`src/hdl/b64c_pkg.sv`:
```
// Package for the Base64 stream codec: mode codes, the result group type and
// the alphabet mapping functions. No dependencies.
package b64c_pkg;

    localparam logic MODE_ENCODE = 1'b0;
    localparam logic MODE_DECODE = 1'b1;

    localparam logic [7:0] PAD_CHAR = 8'h3D;

    // Up to four results caused by one input item; bytes[0] goes out first.
    typedef struct packed {
        logic [3:0][7:0] bytes;
        logic [2:0]      count;
        logic            done;
        logic            bad;
    } group_t;

    typedef struct packed {
        logic       valid;
        logic [5:0] value;
    } sextet_t;

    function automatic logic [7:0] enc_char(input logic [5:0] v);
        logic [7:0] c;
        if (v < 6'd26) begin
            c = 8'h41 + {2'b00, v};
        end
        else if (v < 6'd52) begin
            c = 8'h61 + {2'b00, v - 6'd26};
        end
        else if (v < 6'd62) begin
            c = 8'h30 + {2'b00, v - 6'd52};
        end
        else if (v == 6'd62) begin
            c = 8'h2B;
        end
        else begin
            c = 8'h2F;
        end
        return c;
    endfunction

    function automatic sextet_t dec_sextet(input logic [7:0] ch);
        sextet_t s;
        s.valid = 1'b1;
        if (ch inside {[8'h41:8'h5A]}) begin
            s.value = 6'(ch - 8'h41);
        end
        else if (ch inside {[8'h61:8'h7A]}) begin
            s.value = 6'(ch - 8'h61 + 8'd26);
        end
        else if (ch inside {[8'h30:8'h39]}) begin
            s.value = 6'(ch - 8'h30 + 8'd52);
        end
        else if (ch == 8'h2B) begin
            s.value = 6'd62;
        end
        else if (ch == 8'h2F) begin
            s.value = 6'd63;
        end
        else begin
            s.valid = 1'b0;
            s.value = 6'd0;
        end
        return s;
    endfunction

    // A single error result.
    function automatic group_t error_group();
        group_t g;
        g       = '0;
        g.count = 3'd1;
        g.bad   = 1'b1;
        return g;
    endfunction

    // Flushes a partial decode group of two or three sextets; one sextet or
    // none is an error.
    function automatic group_t flush_partial(input logic [23:0] bits,
                                             input logic [1:0]  cnt);
        group_t g;
        g = '0;
        case (cnt)
            2'd2:
            begin
                g.bytes[0] = bits[11:4];
                g.count    = 3'd1;
            end
            2'd3:
            begin
                g.bytes[0] = bits[17:10];
                g.bytes[1] = bits[9:2];
                g.count    = 3'd2;
            end
            default:
            begin
                g = error_group();
            end
        endcase
        return g;
    endfunction

endpackage

```
`src/hdl/b64c_if.sv`:
```
// Channel interfaces of the Base64 stream codec: input items, results and
// the mode register write channel. No dependencies.
interface b64c_in_if;
    logic       valid;
    logic       ready;
    logic [7:0] data_byte;
    logic       end_of_stream;

    modport source (output valid, output data_byte, output end_of_stream, input ready);
    modport sink   (input valid, input data_byte, input end_of_stream, output ready);
endinterface

interface b64c_out_if;
    logic       valid;
    logic       ready;
    logic [7:0] out_byte;
    logic       run_last;
    logic       stream_done;
    logic       bad_char;

    modport source (output valid, output out_byte, output run_last,
                    output stream_done, output bad_char, input ready);
    modport sink   (input valid, input out_byte, input run_last,
                    input stream_done, input bad_char, output ready);
endinterface

interface b64c_cfg_if;
    logic valid;
    logic ready;
    logic codec_mode;

    modport source (output valid, output codec_mode, input ready);
    modport sink   (input valid, input codec_mode, output ready);
endinterface

```
`src/hdl/base64_stream_codec.sv`:
```
// Top level of the Base64 stream codec (RFC 4648 alphabet).
// Depends on b64c_pkg, the channel interfaces, b64c_core and b64c_serial.
//
// Usage:
//   data_ch carries one byte (encode) or one character (decode) per
//   transaction, with end_of_stream on the final item of a stream.
//   result_ch carries the results: four characters per three bytes when
//   encoding (padded with '=' at the end), three bytes per four characters
//   when decoding. run_last marks the last result of an item, stream_done the
//   final result of a stream, bad_char a decode error result.
//   cfg writes codec_mode (0 encode, 1 decode) and clears the group state;
//   write it only while no transaction is in flight.
// An accepted item is held in the input register of b64c_core; its
//   results go to the group register in b64c_serial, which drives result_ch.
// The results of an item leave result_ch one per transaction; decoding
//   runs at one character per cycle while the receiver does not stall, and
//   items with no result pass at one per cycle. The result serializer, one
//   result per cycle while result_ch.ready is high, sets the rate.
// Reset clears the mode to encode, the group state and both registers.
// When the receiver stalls, the current result holds and items that cause no
// result still pass; the next item with results waits and data_ch.ready drops.
module base64_stream_codec
    import b64c_pkg::*;
(
    input  logic     clk,
    input  logic     rst_n,
    b64c_cfg_if.sink cfg,
    b64c_in_if.sink  data_ch,
    b64c_out_if.source result_ch
);

    logic   grp_valid;
    logic   grp_ok;
    group_t grp;

    assign cfg.ready = 1'b1;

    b64c_core u_core (
        .clk       (clk),
        .rst_n     (rst_n),
        .cfg_we    (cfg.valid),
        .cfg_mode  (cfg.codec_mode),
        .in_valid  (data_ch.valid),
        .in_ready  (data_ch.ready),
        .in_data   (data_ch.data_byte),
        .in_eos    (data_ch.end_of_stream),
        .grp_ok    (grp_ok),
        .grp_valid (grp_valid),
        .grp       (grp)
    );

    b64c_serial u_serial (
        .clk             (clk),
        .rst_n           (rst_n),
        .grp_valid       (grp_valid),
        .grp             (grp),
        .grp_ok          (grp_ok),
        .out_valid       (result_ch.valid),
        .out_ready       (result_ch.ready),
        .out_byte        (result_ch.out_byte),
        .out_run_last    (result_ch.run_last),
        .out_stream_done (result_ch.stream_done),
        .out_bad_char    (result_ch.bad_char)
    );

endmodule

```
`src/hdl/b64c_core.sv`:
```
// Input register, codec state and per-item encode/decode logic of the Base64
// stream codec. Depends on b64c_pkg.
module b64c_core
    import b64c_pkg::*;
(
    input  logic       clk,
    input  logic       rst_n,
    input  logic       cfg_we,
    input  logic       cfg_mode,
    input  logic       in_valid,
    output logic       in_ready,
    input  logic [7:0] in_data,
    input  logic       in_eos,
    input  logic       grp_ok,
    output logic       grp_valid,
    output group_t     grp
);

    logic        mode_reg;
    logic [23:0] bits_reg, bits_next;
    logic [1:0]  cnt_reg, cnt_next;
    logic        skip_reg, skip_next;
    logic        item_valid_reg;
    logic [7:0]  item_data_reg;
    logic        item_eos_reg;
    logic        process;

    logic [23:0] gb_enc;
    logic [23:0] gb_pad;
    logic [23:0] gb_dec;
    sextet_t     sx;
    group_t      res;

    always_comb
    begin
        bits_next = bits_reg;
        cnt_next  = cnt_reg;
        skip_next = skip_reg;
        res       = '0;
        gb_enc    = {bits_reg[15:0], item_data_reg};
        gb_pad    = (cnt_reg == 2'd1) ? {bits_reg[7:0], item_data_reg, 8'h00}
                                      : {item_data_reg, 16'h0000};
        sx        = dec_sextet(item_data_reg);
        gb_dec    = {bits_reg[17:0], sx.value};

        if (mode_reg == MODE_ENCODE) begin
            if (cnt_reg == 2'd2) begin
                res.bytes[0] = enc_char(gb_enc[23:18]);
                res.bytes[1] = enc_char(gb_enc[17:12]);
                res.bytes[2] = enc_char(gb_enc[11:6]);
                res.bytes[3] = enc_char(gb_enc[5:0]);
                res.count    = 3'd4;
                bits_next    = '0;
                cnt_next     = 2'd0;
            end
            else begin
                bits_next = gb_enc;
                cnt_next  = cnt_reg + 2'd1;
                if (item_eos_reg) begin
                    res.bytes[0] = enc_char(gb_pad[23:18]);
                    res.bytes[1] = enc_char(gb_pad[17:12]);
                    res.bytes[2] = (cnt_reg == 2'd1) ? enc_char(gb_pad[11:6]) : PAD_CHAR;
                    res.bytes[3] = PAD_CHAR;
                    res.count    = 3'd4;
                end
            end
            res.done = item_eos_reg;
        end
        else if (!skip_reg) begin
            if (item_data_reg == PAD_CHAR || !sx.valid) begin
                if (item_data_reg == PAD_CHAR) begin
                    res = flush_partial(bits_reg, cnt_reg);
                end
                else begin
                    res = error_group();
                end
                bits_next = '0;
                cnt_next  = 2'd0;
                skip_next = !item_eos_reg;
                res.done  = 1'b1;
            end
            else begin
                if (cnt_reg == 2'd3) begin
                    res.bytes[0] = gb_dec[23:16];
                    res.bytes[1] = gb_dec[15:8];
                    res.bytes[2] = gb_dec[7:0];
                    res.count    = 3'd3;
                    bits_next    = '0;
                    cnt_next     = 2'd0;
                end
                else begin
                    bits_next = gb_dec;
                    cnt_next  = cnt_reg + 2'd1;
                    if (item_eos_reg) begin
                        res = flush_partial(gb_dec, cnt_reg + 2'd1);
                    end
                end
                res.done = item_eos_reg;
            end
        end

        if (item_eos_reg) begin
            bits_next = '0;
            cnt_next  = 2'd0;
            skip_next = 1'b0;
        end
    end

    // An item with no result never waits for the serializer.
    assign process   = item_valid_reg && (res.count == 3'd0 || grp_ok);
    assign in_ready  = !item_valid_reg || process;
    assign grp_valid = item_valid_reg && (res.count != 3'd0);
    assign grp       = res;

    always_ff @(posedge clk or negedge rst_n)
    begin
        if (!rst_n) begin
            mode_reg       <= MODE_ENCODE;
            bits_reg       <= '0;
            cnt_reg        <= 2'd0;
            skip_reg       <= 1'b0;
            item_valid_reg <= 1'b0;
        end
        else begin
            if (cfg_we) begin
                mode_reg <= cfg_mode;
                bits_reg <= '0;
                cnt_reg  <= 2'd0;
                skip_reg <= 1'b0;
            end
            else if (process) begin
                bits_reg <= bits_next;
                cnt_reg  <= cnt_next;
                skip_reg <= skip_next;
            end
            if (in_ready) begin
                item_valid_reg <= in_valid;
            end
        end
    end

    always_ff @(posedge clk)
    begin
        if (in_ready && in_valid) begin
            item_data_reg <= in_data;
            item_eos_reg  <= in_eos;
        end
    end

    // The encoder never holds a full group between items.
    assert property (@(posedge clk) disable iff (!rst_n)
        (mode_reg == MODE_ENCODE) |-> (cnt_reg != 2'd3))
        else $error("encoder holds three bytes between items");

    assert property (@(posedge clk) disable iff (!rst_n)
        skip_reg |-> (mode_reg == MODE_DECODE))
        else $error("skip flag set while encoding");

    assert property (@(posedge clk) disable iff (!rst_n)
        (process && item_eos_reg && !cfg_we) |=> (cnt_reg == 2'd0 && !skip_reg))
        else $error("state not cleared after end of stream");

    assert property (@(posedge clk) disable iff (!rst_n)
        (grp_valid && res.bad) |-> (res.count == 3'd1 && res.done))
        else $error("error result not a single final result");

endmodule

```
`src/hdl/b64c_serial.sv`:
```
// Result group register and serializer of the Base64 stream codec: sends the
// up to four results of one item one per transaction. Depends on b64c_pkg.
module b64c_serial
    import b64c_pkg::*;
(
    input  logic       clk,
    input  logic       rst_n,
    input  logic       grp_valid,
    input  group_t     grp,
    output logic       grp_ok,
    output logic       out_valid,
    input  logic       out_ready,
    output logic [7:0] out_byte,
    output logic       out_run_last,
    output logic       out_stream_done,
    output logic       out_bad_char
);

    logic       valid_reg;
    logic [1:0] idx_reg;
    group_t     grp_reg;
    logic       last;

    assign last            = ({1'b0, idx_reg} == grp_reg.count - 3'd1);
    assign grp_ok          = !valid_reg || (out_ready && last);
    assign out_valid       = valid_reg;
    assign out_byte        = grp_reg.bytes[idx_reg];
    assign out_run_last    = last;
    assign out_stream_done = last && grp_reg.done;
    assign out_bad_char    = grp_reg.bad;

    always_ff @(posedge clk or negedge rst_n)
    begin
        if (!rst_n) begin
            valid_reg <= 1'b0;
            idx_reg   <= 2'd0;
        end
        else if (grp_valid && grp_ok) begin
            valid_reg <= 1'b1;
            idx_reg   <= 2'd0;
        end
        else if (valid_reg && out_ready) begin
            if (last) begin
                valid_reg <= 1'b0;
            end
            else begin
                idx_reg <= idx_reg + 2'd1;
            end
        end
    end

    always_ff @(posedge clk)
    begin
        if (grp_valid && grp_ok) begin
            grp_reg <= grp;
        end
    end

    assert property (@(posedge clk) disable iff (!rst_n)
        valid_reg |-> ({1'b0, idx_reg} < grp_reg.count))
        else $error("result index beyond group size");

    // A new group may only replace one whose final result leaves now.
    assert property (@(posedge clk) disable iff (!rst_n)
        (valid_reg && !(out_ready && last)) |-> !grp_ok)
        else $error("group overwritten before it was sent");

    assert property (@(posedge clk) disable iff (!rst_n)
        (valid_reg && !out_ready) |=> (valid_reg && $stable(idx_reg)))
        else $error("serializer advanced while stalled");

endmodule

```
`src/flat_wrapper.sv`:
```
// flat-port wrapper written by rule: the top's interface ports become plain ports
module base64_stream_codec_flat import b64c_pkg::*;
  (clk, rst_n, cfg_valid, cfg_codec_mode, cfg_ready, data_ch_valid, data_ch_data_byte, data_ch_end_of_stream, data_ch_ready, result_ch_valid, result_ch_out_byte, result_ch_run_last, result_ch_stream_done, result_ch_bad_char, result_ch_ready);
  b64c_cfg_if cfg_i ();
  b64c_in_if data_ch_i ();
  b64c_out_if result_ch_i ();
  input  logic clk;
  input  logic rst_n;
  input wire logic [$bits(cfg_i.valid)-1:0] cfg_valid;
  input wire logic [$bits(cfg_i.codec_mode)-1:0] cfg_codec_mode;
  output wire logic [$bits(cfg_i.ready)-1:0] cfg_ready;
  input wire logic [$bits(data_ch_i.valid)-1:0] data_ch_valid;
  input wire logic [$bits(data_ch_i.data_byte)-1:0] data_ch_data_byte;
  input wire logic [$bits(data_ch_i.end_of_stream)-1:0] data_ch_end_of_stream;
  output wire logic [$bits(data_ch_i.ready)-1:0] data_ch_ready;
  output wire logic [$bits(result_ch_i.valid)-1:0] result_ch_valid;
  output wire logic [$bits(result_ch_i.out_byte)-1:0] result_ch_out_byte;
  output wire logic [$bits(result_ch_i.run_last)-1:0] result_ch_run_last;
  output wire logic [$bits(result_ch_i.stream_done)-1:0] result_ch_stream_done;
  output wire logic [$bits(result_ch_i.bad_char)-1:0] result_ch_bad_char;
  input wire logic [$bits(result_ch_i.ready)-1:0] result_ch_ready;
  assign cfg_i.valid = cfg_valid;
  assign cfg_i.codec_mode = cfg_codec_mode;
  assign cfg_ready = cfg_i.ready;
  assign data_ch_i.valid = data_ch_valid;
  assign data_ch_i.data_byte = data_ch_data_byte;
  assign data_ch_i.end_of_stream = data_ch_end_of_stream;
  assign data_ch_ready = data_ch_i.ready;
  assign result_ch_valid = result_ch_i.valid;
  assign result_ch_out_byte = result_ch_i.out_byte;
  assign result_ch_run_last = result_ch_i.run_last;
  assign result_ch_stream_done = result_ch_i.stream_done;
  assign result_ch_bad_char = result_ch_i.bad_char;
  assign result_ch_i.ready = result_ch_ready;
  base64_stream_codec u_core (.clk(clk), .rst_n(rst_n), .cfg(cfg_i), .data_ch(data_ch_i), .result_ch(result_ch_i));
endmodule
```
`config.mk`:
```
export PLATFORM = sky130hd
export DESIGN_NAME = base64_stream_codec_flat
export DESIGN_NICKNAME = d
export VERILOG_FILES = /design/src/hdl/b64c_pkg.sv /design/src/hdl/b64c_if.sv /design/src/hdl/base64_stream_codec.sv /design/src/hdl/b64c_core.sv /design/src/hdl/b64c_serial.sv /design/src/flat_wrapper.sv
export SDC_FILE = /design/constraint.sdc
export NUM_CORES = 1
export LEC_CHECK = 0
export BUFFER_PORTS_ARGS = -buffer_cell sky130_fd_sc_hd__clkbuf_2
export CAP_MARGIN = 15
export CORE_MARGIN = 2
export CORE_UTILIZATION = 60
export CTS_BUF_LIST = sky130_fd_sc_hd__clkbuf_16
export CTS_CLUSTER_DIAMETER = 40
export CTS_CLUSTER_SIZE = 14
export DETAILED_ROUTE_END_ITERATION = 16
export PLACE_DENSITY = 0.87
export SLEW_MARGIN = 10
export SYNTH_ARGS = -nofsm -noshare
export SYNTH_HDL_FRONTEND = slang
export SYNTH_SLANG_ARGS = --single-unit
```
`constraint.sdc`:
```
create_clock -name clk -period 8 [get_ports clk]
set_clock_uncertainty 0.15 [all_clocks]
set_input_delay 2 -clock clk [delete_from_list [all_inputs] [get_ports clk]]
set_output_delay 2 -clock clk [all_outputs]
set_load 0.05 [all_outputs]
```
* Word level (Yosys, flattened, before mapping)
Index checks and enable logic that the tools add are counted.
** Word-level totals
- Word-level logic and storage cells :: 222
- Register bits after elaboration :: 72
- Input port bits :: 15
** Cells by class
- Reductions and logical operators :: 31
- $lt $le $gt $ge :: 28
- Eq/ne operators :: 18
- Multiplexer cells :: 85
- Bitwise gates (word level) :: 1
- Add/subtract/negate cells :: 43
** Operators with widths (count)
- $mux 18 :: 8
- $mux 8 :: 18
- $add 7x6->8 const A :: 14
- $lt 6x6->1 const B :: 14
- $mux 37 :: 2
- $sub 6x6->6 const B :: 9
- $add 6x6->7 const A :: 7
- $mux 7 :: 7
- $pmux 11 s2 :: 2
- $eq 6x6->1 const B :: 7
- $lt 6x5->1 const B :: 7
- $mux 21 :: 2
- $sub 6x5->6 const B :: 7
- $mux 36 :: 1
- $mux 35 :: 1
- $mux 33 :: 1
- $mux 6 :: 5
- $mux 27 :: 1
- $eq 8x6->1 const B :: 3
- $mux 24 :: 1
- $mux 2 :: 11
- $mux 3 :: 7
- $mux 1 :: 17
- $bmux 8 s2 :: 1
- other kinds (24) :: 53

* Logic depth before layout (Yosys ltp)
- Depth after elaboration :: 17
- Gate-level depth with buffers :: 16
- Mapped depth without buffers :: 12

* By module
From an unflattened synthesis, not the netlist that was laid out.
** Second synthesis, totals
- Cell total of the unflattened synthesis :: 917
- Area total of the unflattened synthesis :: 7917.6 sq um
** By module, submodules not included
- b64c_core :: times used 1, seq. area each 845.8 sq um, cells each 836, area an instance 6263.5 sq um
- b64c_serial :: times used 1, seq. area each 1186.1 sq um, cells each 79, area an instance 1642.8 sq um
- base64_stream_codec :: times used 1, seq. area each 0.0 sq um, cells each 2, area an instance 11.3 sq um

* Worst setup path after synthesis
OpenSTA, ideal clock, no wires.
- Path kind :: input to output
- Start :: input result_ch_ready
- End :: output data_ch_ready
- Arrival :: 2.879 ns
- Path slack :: 2.971 ns
- Required time :: 5.850 ns
- Stages on the path :: 2
- Cell sequence :: a21boi_0 > nand3_1
** Between the ends
- Longest elaborated chain between the ends :: 5
** RTL lines
- from (decl) :: RTL line flat_wrapper.sv:21 : input wire logic [$bits(result_ch_i.ready)-1:0] result_ch_ready;
- $logic_and 1x1->1 :: RTL line b64c_serial.sv:25 : assign grp_ok = !valid_reg || (out_ready && last);
- $logic_or 1x1->1 :: RTL line b64c_serial.sv:25
- $logic_or 1x1->1 :: RTL line b64c_core.sv:110 : assign process = item_valid_reg && (res.count == 3'd0 || grp_ok);
- $logic_and 1x1->1 :: RTL line b64c_core.sv:110
- $logic_or 1x1->1 :: RTL line b64c_core.sv:111 : assign in_ready = !item_valid_reg || process;
- to (decl) :: RTL line flat_wrapper.sv:15 : output wire logic [$bits(data_ch_i.ready)-1:0] data_ch_ready;
No other way between the ends.

* Final worst setup path
- Start :: register u_core.u_core.item_data_reg[2]
- End :: output data_ch_ready
** Between the ends
- Longest elaborated chain between the ends :: 15
- Elaborated cells on any way between the ends :: 27
- Classes of those cells :: order compare (6); eq/ne (3); mux (9); reduce/logical (9)
** RTL lines
- from (decl) :: RTL line b64c_core.sv:24 : logic [7:0] item_data_reg;
- from (signal assigned) :: RTL line b64c_core.sv:145 : item_data_reg <= in_data;
- parallel branches: the longest is 8 deep, another holds $ge 8x6->1
- $mux 37 (*) :: RTL line b64c_core.sv:70 : if (item_data_reg == PAD_CHAR || !sx.valid) begin
- $mux 37 (*) :: RTL line b64c_core.sv:69 : else if (!skip_reg) begin
- $mux 36 (*) :: RTL line b64c_core.sv:46 : if (mode_reg == MODE_ENCODE) begin
- $logic_not 3->1 (*) :: RTL line b64c_core.sv:110
- $logic_or 1x1->1 (*) :: RTL line b64c_core.sv:110
- $logic_and 1x1->1 (*) :: RTL line b64c_core.sv:110
- $logic_or 1x1->1 (*) :: RTL line b64c_core.sv:111
Mark *: on every way between the ends.

==> run summary <==
power per cell area - 253.0 nW/um2
critical path type - flop to output pin
slowest stage cell, crit path - edfxtp_1
worst path bufs/invs - 2
Synthesized Nets - 1,014
clock latency on the worst-skew pair - 350 ps
CTS Sinks - 72
CP startpoint kind - flop
post-layout total power - 0.002116 W
Antenna Cells - 0
max cap viols - 0
Slew Viols, Final - 0
fmax - 168.7 MHz
critical path endpoint category - output pin
first-pass GRT wire length - 38.24 mm
area leader, netlist - edfxtp_1
Final ANT Viol Nets - 0
Post-CTS Hold Buffers - 0
top cells by count, synth - nand2_1, ha_1, o21ai_0
Die H - 118.9 um
number of enable flip-flop cells after synthesis - 46
Starting Density - 62.00%
area of placed instances - 8040 um2
Initial DRC Count - 1,237
FP Rows - 41
CTS tree - done
vias in the first global route - 6,822
Worst Tran Pin Value - 1155 ps
GR Overflow Total - 0
post-synth top area share - 17.44%
Final Hold Fails - 0
H-tree depth - 3
part of the cycle the worst path needs - 74.08%
worst vdd ir - 0.0001455 V
CTS clk-pin slew, worst paths - 60 ps
hpwl dp - 17.89 mm
asr flop ratio synth - 36.11%
Main synth FF type - edfxtp_1
CP max FO - 16
drt first pass iters - 6
Mapped Cells - 923
Final GP Congestion - 1.033
Arrival @ worst endpoint - 3780 ps
die area - 14,130 um2
routed vias - 7,498
largest net degree at the start of global routing - 41
share of cells above drive strength 1 - 10.35%
total wire length - 24.39 mm
Hold Path Class - flop to flop
initial antenna violation count - 0
Port-buffer cells - 27
CORE AREA - 12,770 um2
P&R area growth vs syn - 5.608%
clk root buf - clkbuf_16
max FFs per register - 36
fin nets - 994
most common cell in the netlist - nand2_1
Resized Gates After CTS - 0
final instance area - 8364 um2
status - completed
mapped cell area - 7920 um2
postcts setup bufs - 0
Max Root-Sink Buffers - 2
Pleak - 3.230 nW
Yosys reg bits - 72
Die X - 118.9 um
Final setup viols - 0
Global Route Usage Sum - 34.77%
worst endpoint required time - 5850 ps
Critical Path Max Stage Delay - 730 ps
sequential area share after synthesis - 25.66%
Syn. warnings - 0
via-per-instance ratio - 6.943
CTS buffer count - 9
Ports - 29
Routed wire per std cell - 22.58 um
top cells by area, synth - edfxtp_1, ha_1, dfrtp_1
RSZ-0062 raised after global routing - false
setup tns final - 0 ps
fin util - 65.48%
Max-Slew Margin vs Limit - 23.02%
Critical Path, Cell by Cell - inv_1 -> ha_1 -> a21o_2 -> a21oi_4 -> o31a_1 -> o211ai_2 -> a211o_1 -> nand3_1 -> clkbuf_2
Worst path top cell family by delay - compound AO/OA/AOI/OAI gates
Residual DRC - 0
Mean Syn Cell Area - 8.581 um2
minimum clock period - 5927 ps
synth unique cells - 83
-- cells in the final DEF (no fill, tap or decap), drive strengths merged, types with 5 or more instances in the layout --
cell type and instances:
clkinv 6, nor3 22, a22oi 19, a21o 8, nor2 59, o221ai 7, xnor2 45, nand2b 11
a31oi 7, clkbuf 36, a32oi 5, edfxtp 46, mux4 8, nor4 7, mux2i 23, o22ai 12
a211oi 18, a21oi 53, nand3 22, inv 34, and3 9, o211ai 8, ha 76, or3 6
nand2 93, buf 8, and2 13, o21ai 67, mux2 14, nor2b 14, nor3b 6, dfrtp 26
xor2 33, a211o 8, nand4 12
-- stage by stage --
stage,hold slack [ps],cells,setup WS [ps]
6_report,382.8,1080,2073
5_1_grt,401.0,1080,1950
4_1_cts,381.1,1079,2181
3_5_place_dp,356.9,1063,2570
3_3_place_gp,364.0,1063,2616
2_1_floorplan,331.6,923,2971
-- worst reg2reg max path: cells and delay by family (launching register included) --
family	cells	cell delay, ps
AO/OA/AOI/OAI	4	1320
adder cells (fa/ha/maj)	1	380
buffers and inverters	1	340
flip-flops	1	730
AND/OR/NAND/NOR	3	1220
-- layer usage --
| layer | part of all wire (%) | track usage (%) | vias to the layer above |
|---|---|---|---|
| met5 | 0 | 0 | - |
| met4 | 5.4 | 13.62 | 0 |
| met3 | 11 | 8.285 | 117 |
| met2 | 45 | 54.13 | 527 |
| met1 | 39 | 46.79 | 3502 |
| li1 | - | - | 3352 |
-- final cells by class --
type                       count  area, um2
tap                          172      215.2
multi-input combinational    749       5470
clock inverter                 7      93.84
inverter                      36      135.1
timing repair buffer          35      192.7
clock buffer                   9      225.2
fill                        1026       4409
sequential                    72       2032
-- report_power, final --
| group | total (W) | internal, W | switching, W |
|---|---|---|---|
| Combinational | 0.00107 | 0.000384 | 0.000690 |
| Clock | 0.000445 | 0.000273 | 0.000172 |
| Sequential | 0.000596 | 0.000473 | 0.000123 |
| Total | 0.00212 | 0.00113 | 0.000986 |
-- cells by family after synthesis --
kind of cell             share of synthesized area (%)
multiplexers                                     7.693
XOR/XNOR                                         8.626
AND/OR/NAND/NOR                                  17.63
AO/OA/AOI/OAI                                    22.97
other                                          0.04735
adder cells (fa/ha/maj)                          12.01
flip-flops                                       25.66
buffers and inverters                            5.371
-- worst paths after layout --
path	startpoint	end	slack, ps	cells past startpoint
worst min-delay path	u_core.u_core.bits_reg[17]	u_core.u_core.bits_reg[17]	380	1
worst max register to register	u_core.u_core.item_data_reg[2]	u_core.u_serial.grp_reg[16]	3470	9
worst max-delay path	u_core.u_core.item_data_reg[2]	data_ch_ready	2070	9
max in group asynchronous	rst_n	u_core.u_core.bits_reg[6]	5670	1
min in group asynchronous	rst_n	u_core.u_serial.out_valid	1560	1
worst min register to register	u_core.u_core.bits_reg[17]	u_core.u_core.bits_reg[17]	380	1
No activity file was read; power rests on OpenSTA's default activity.
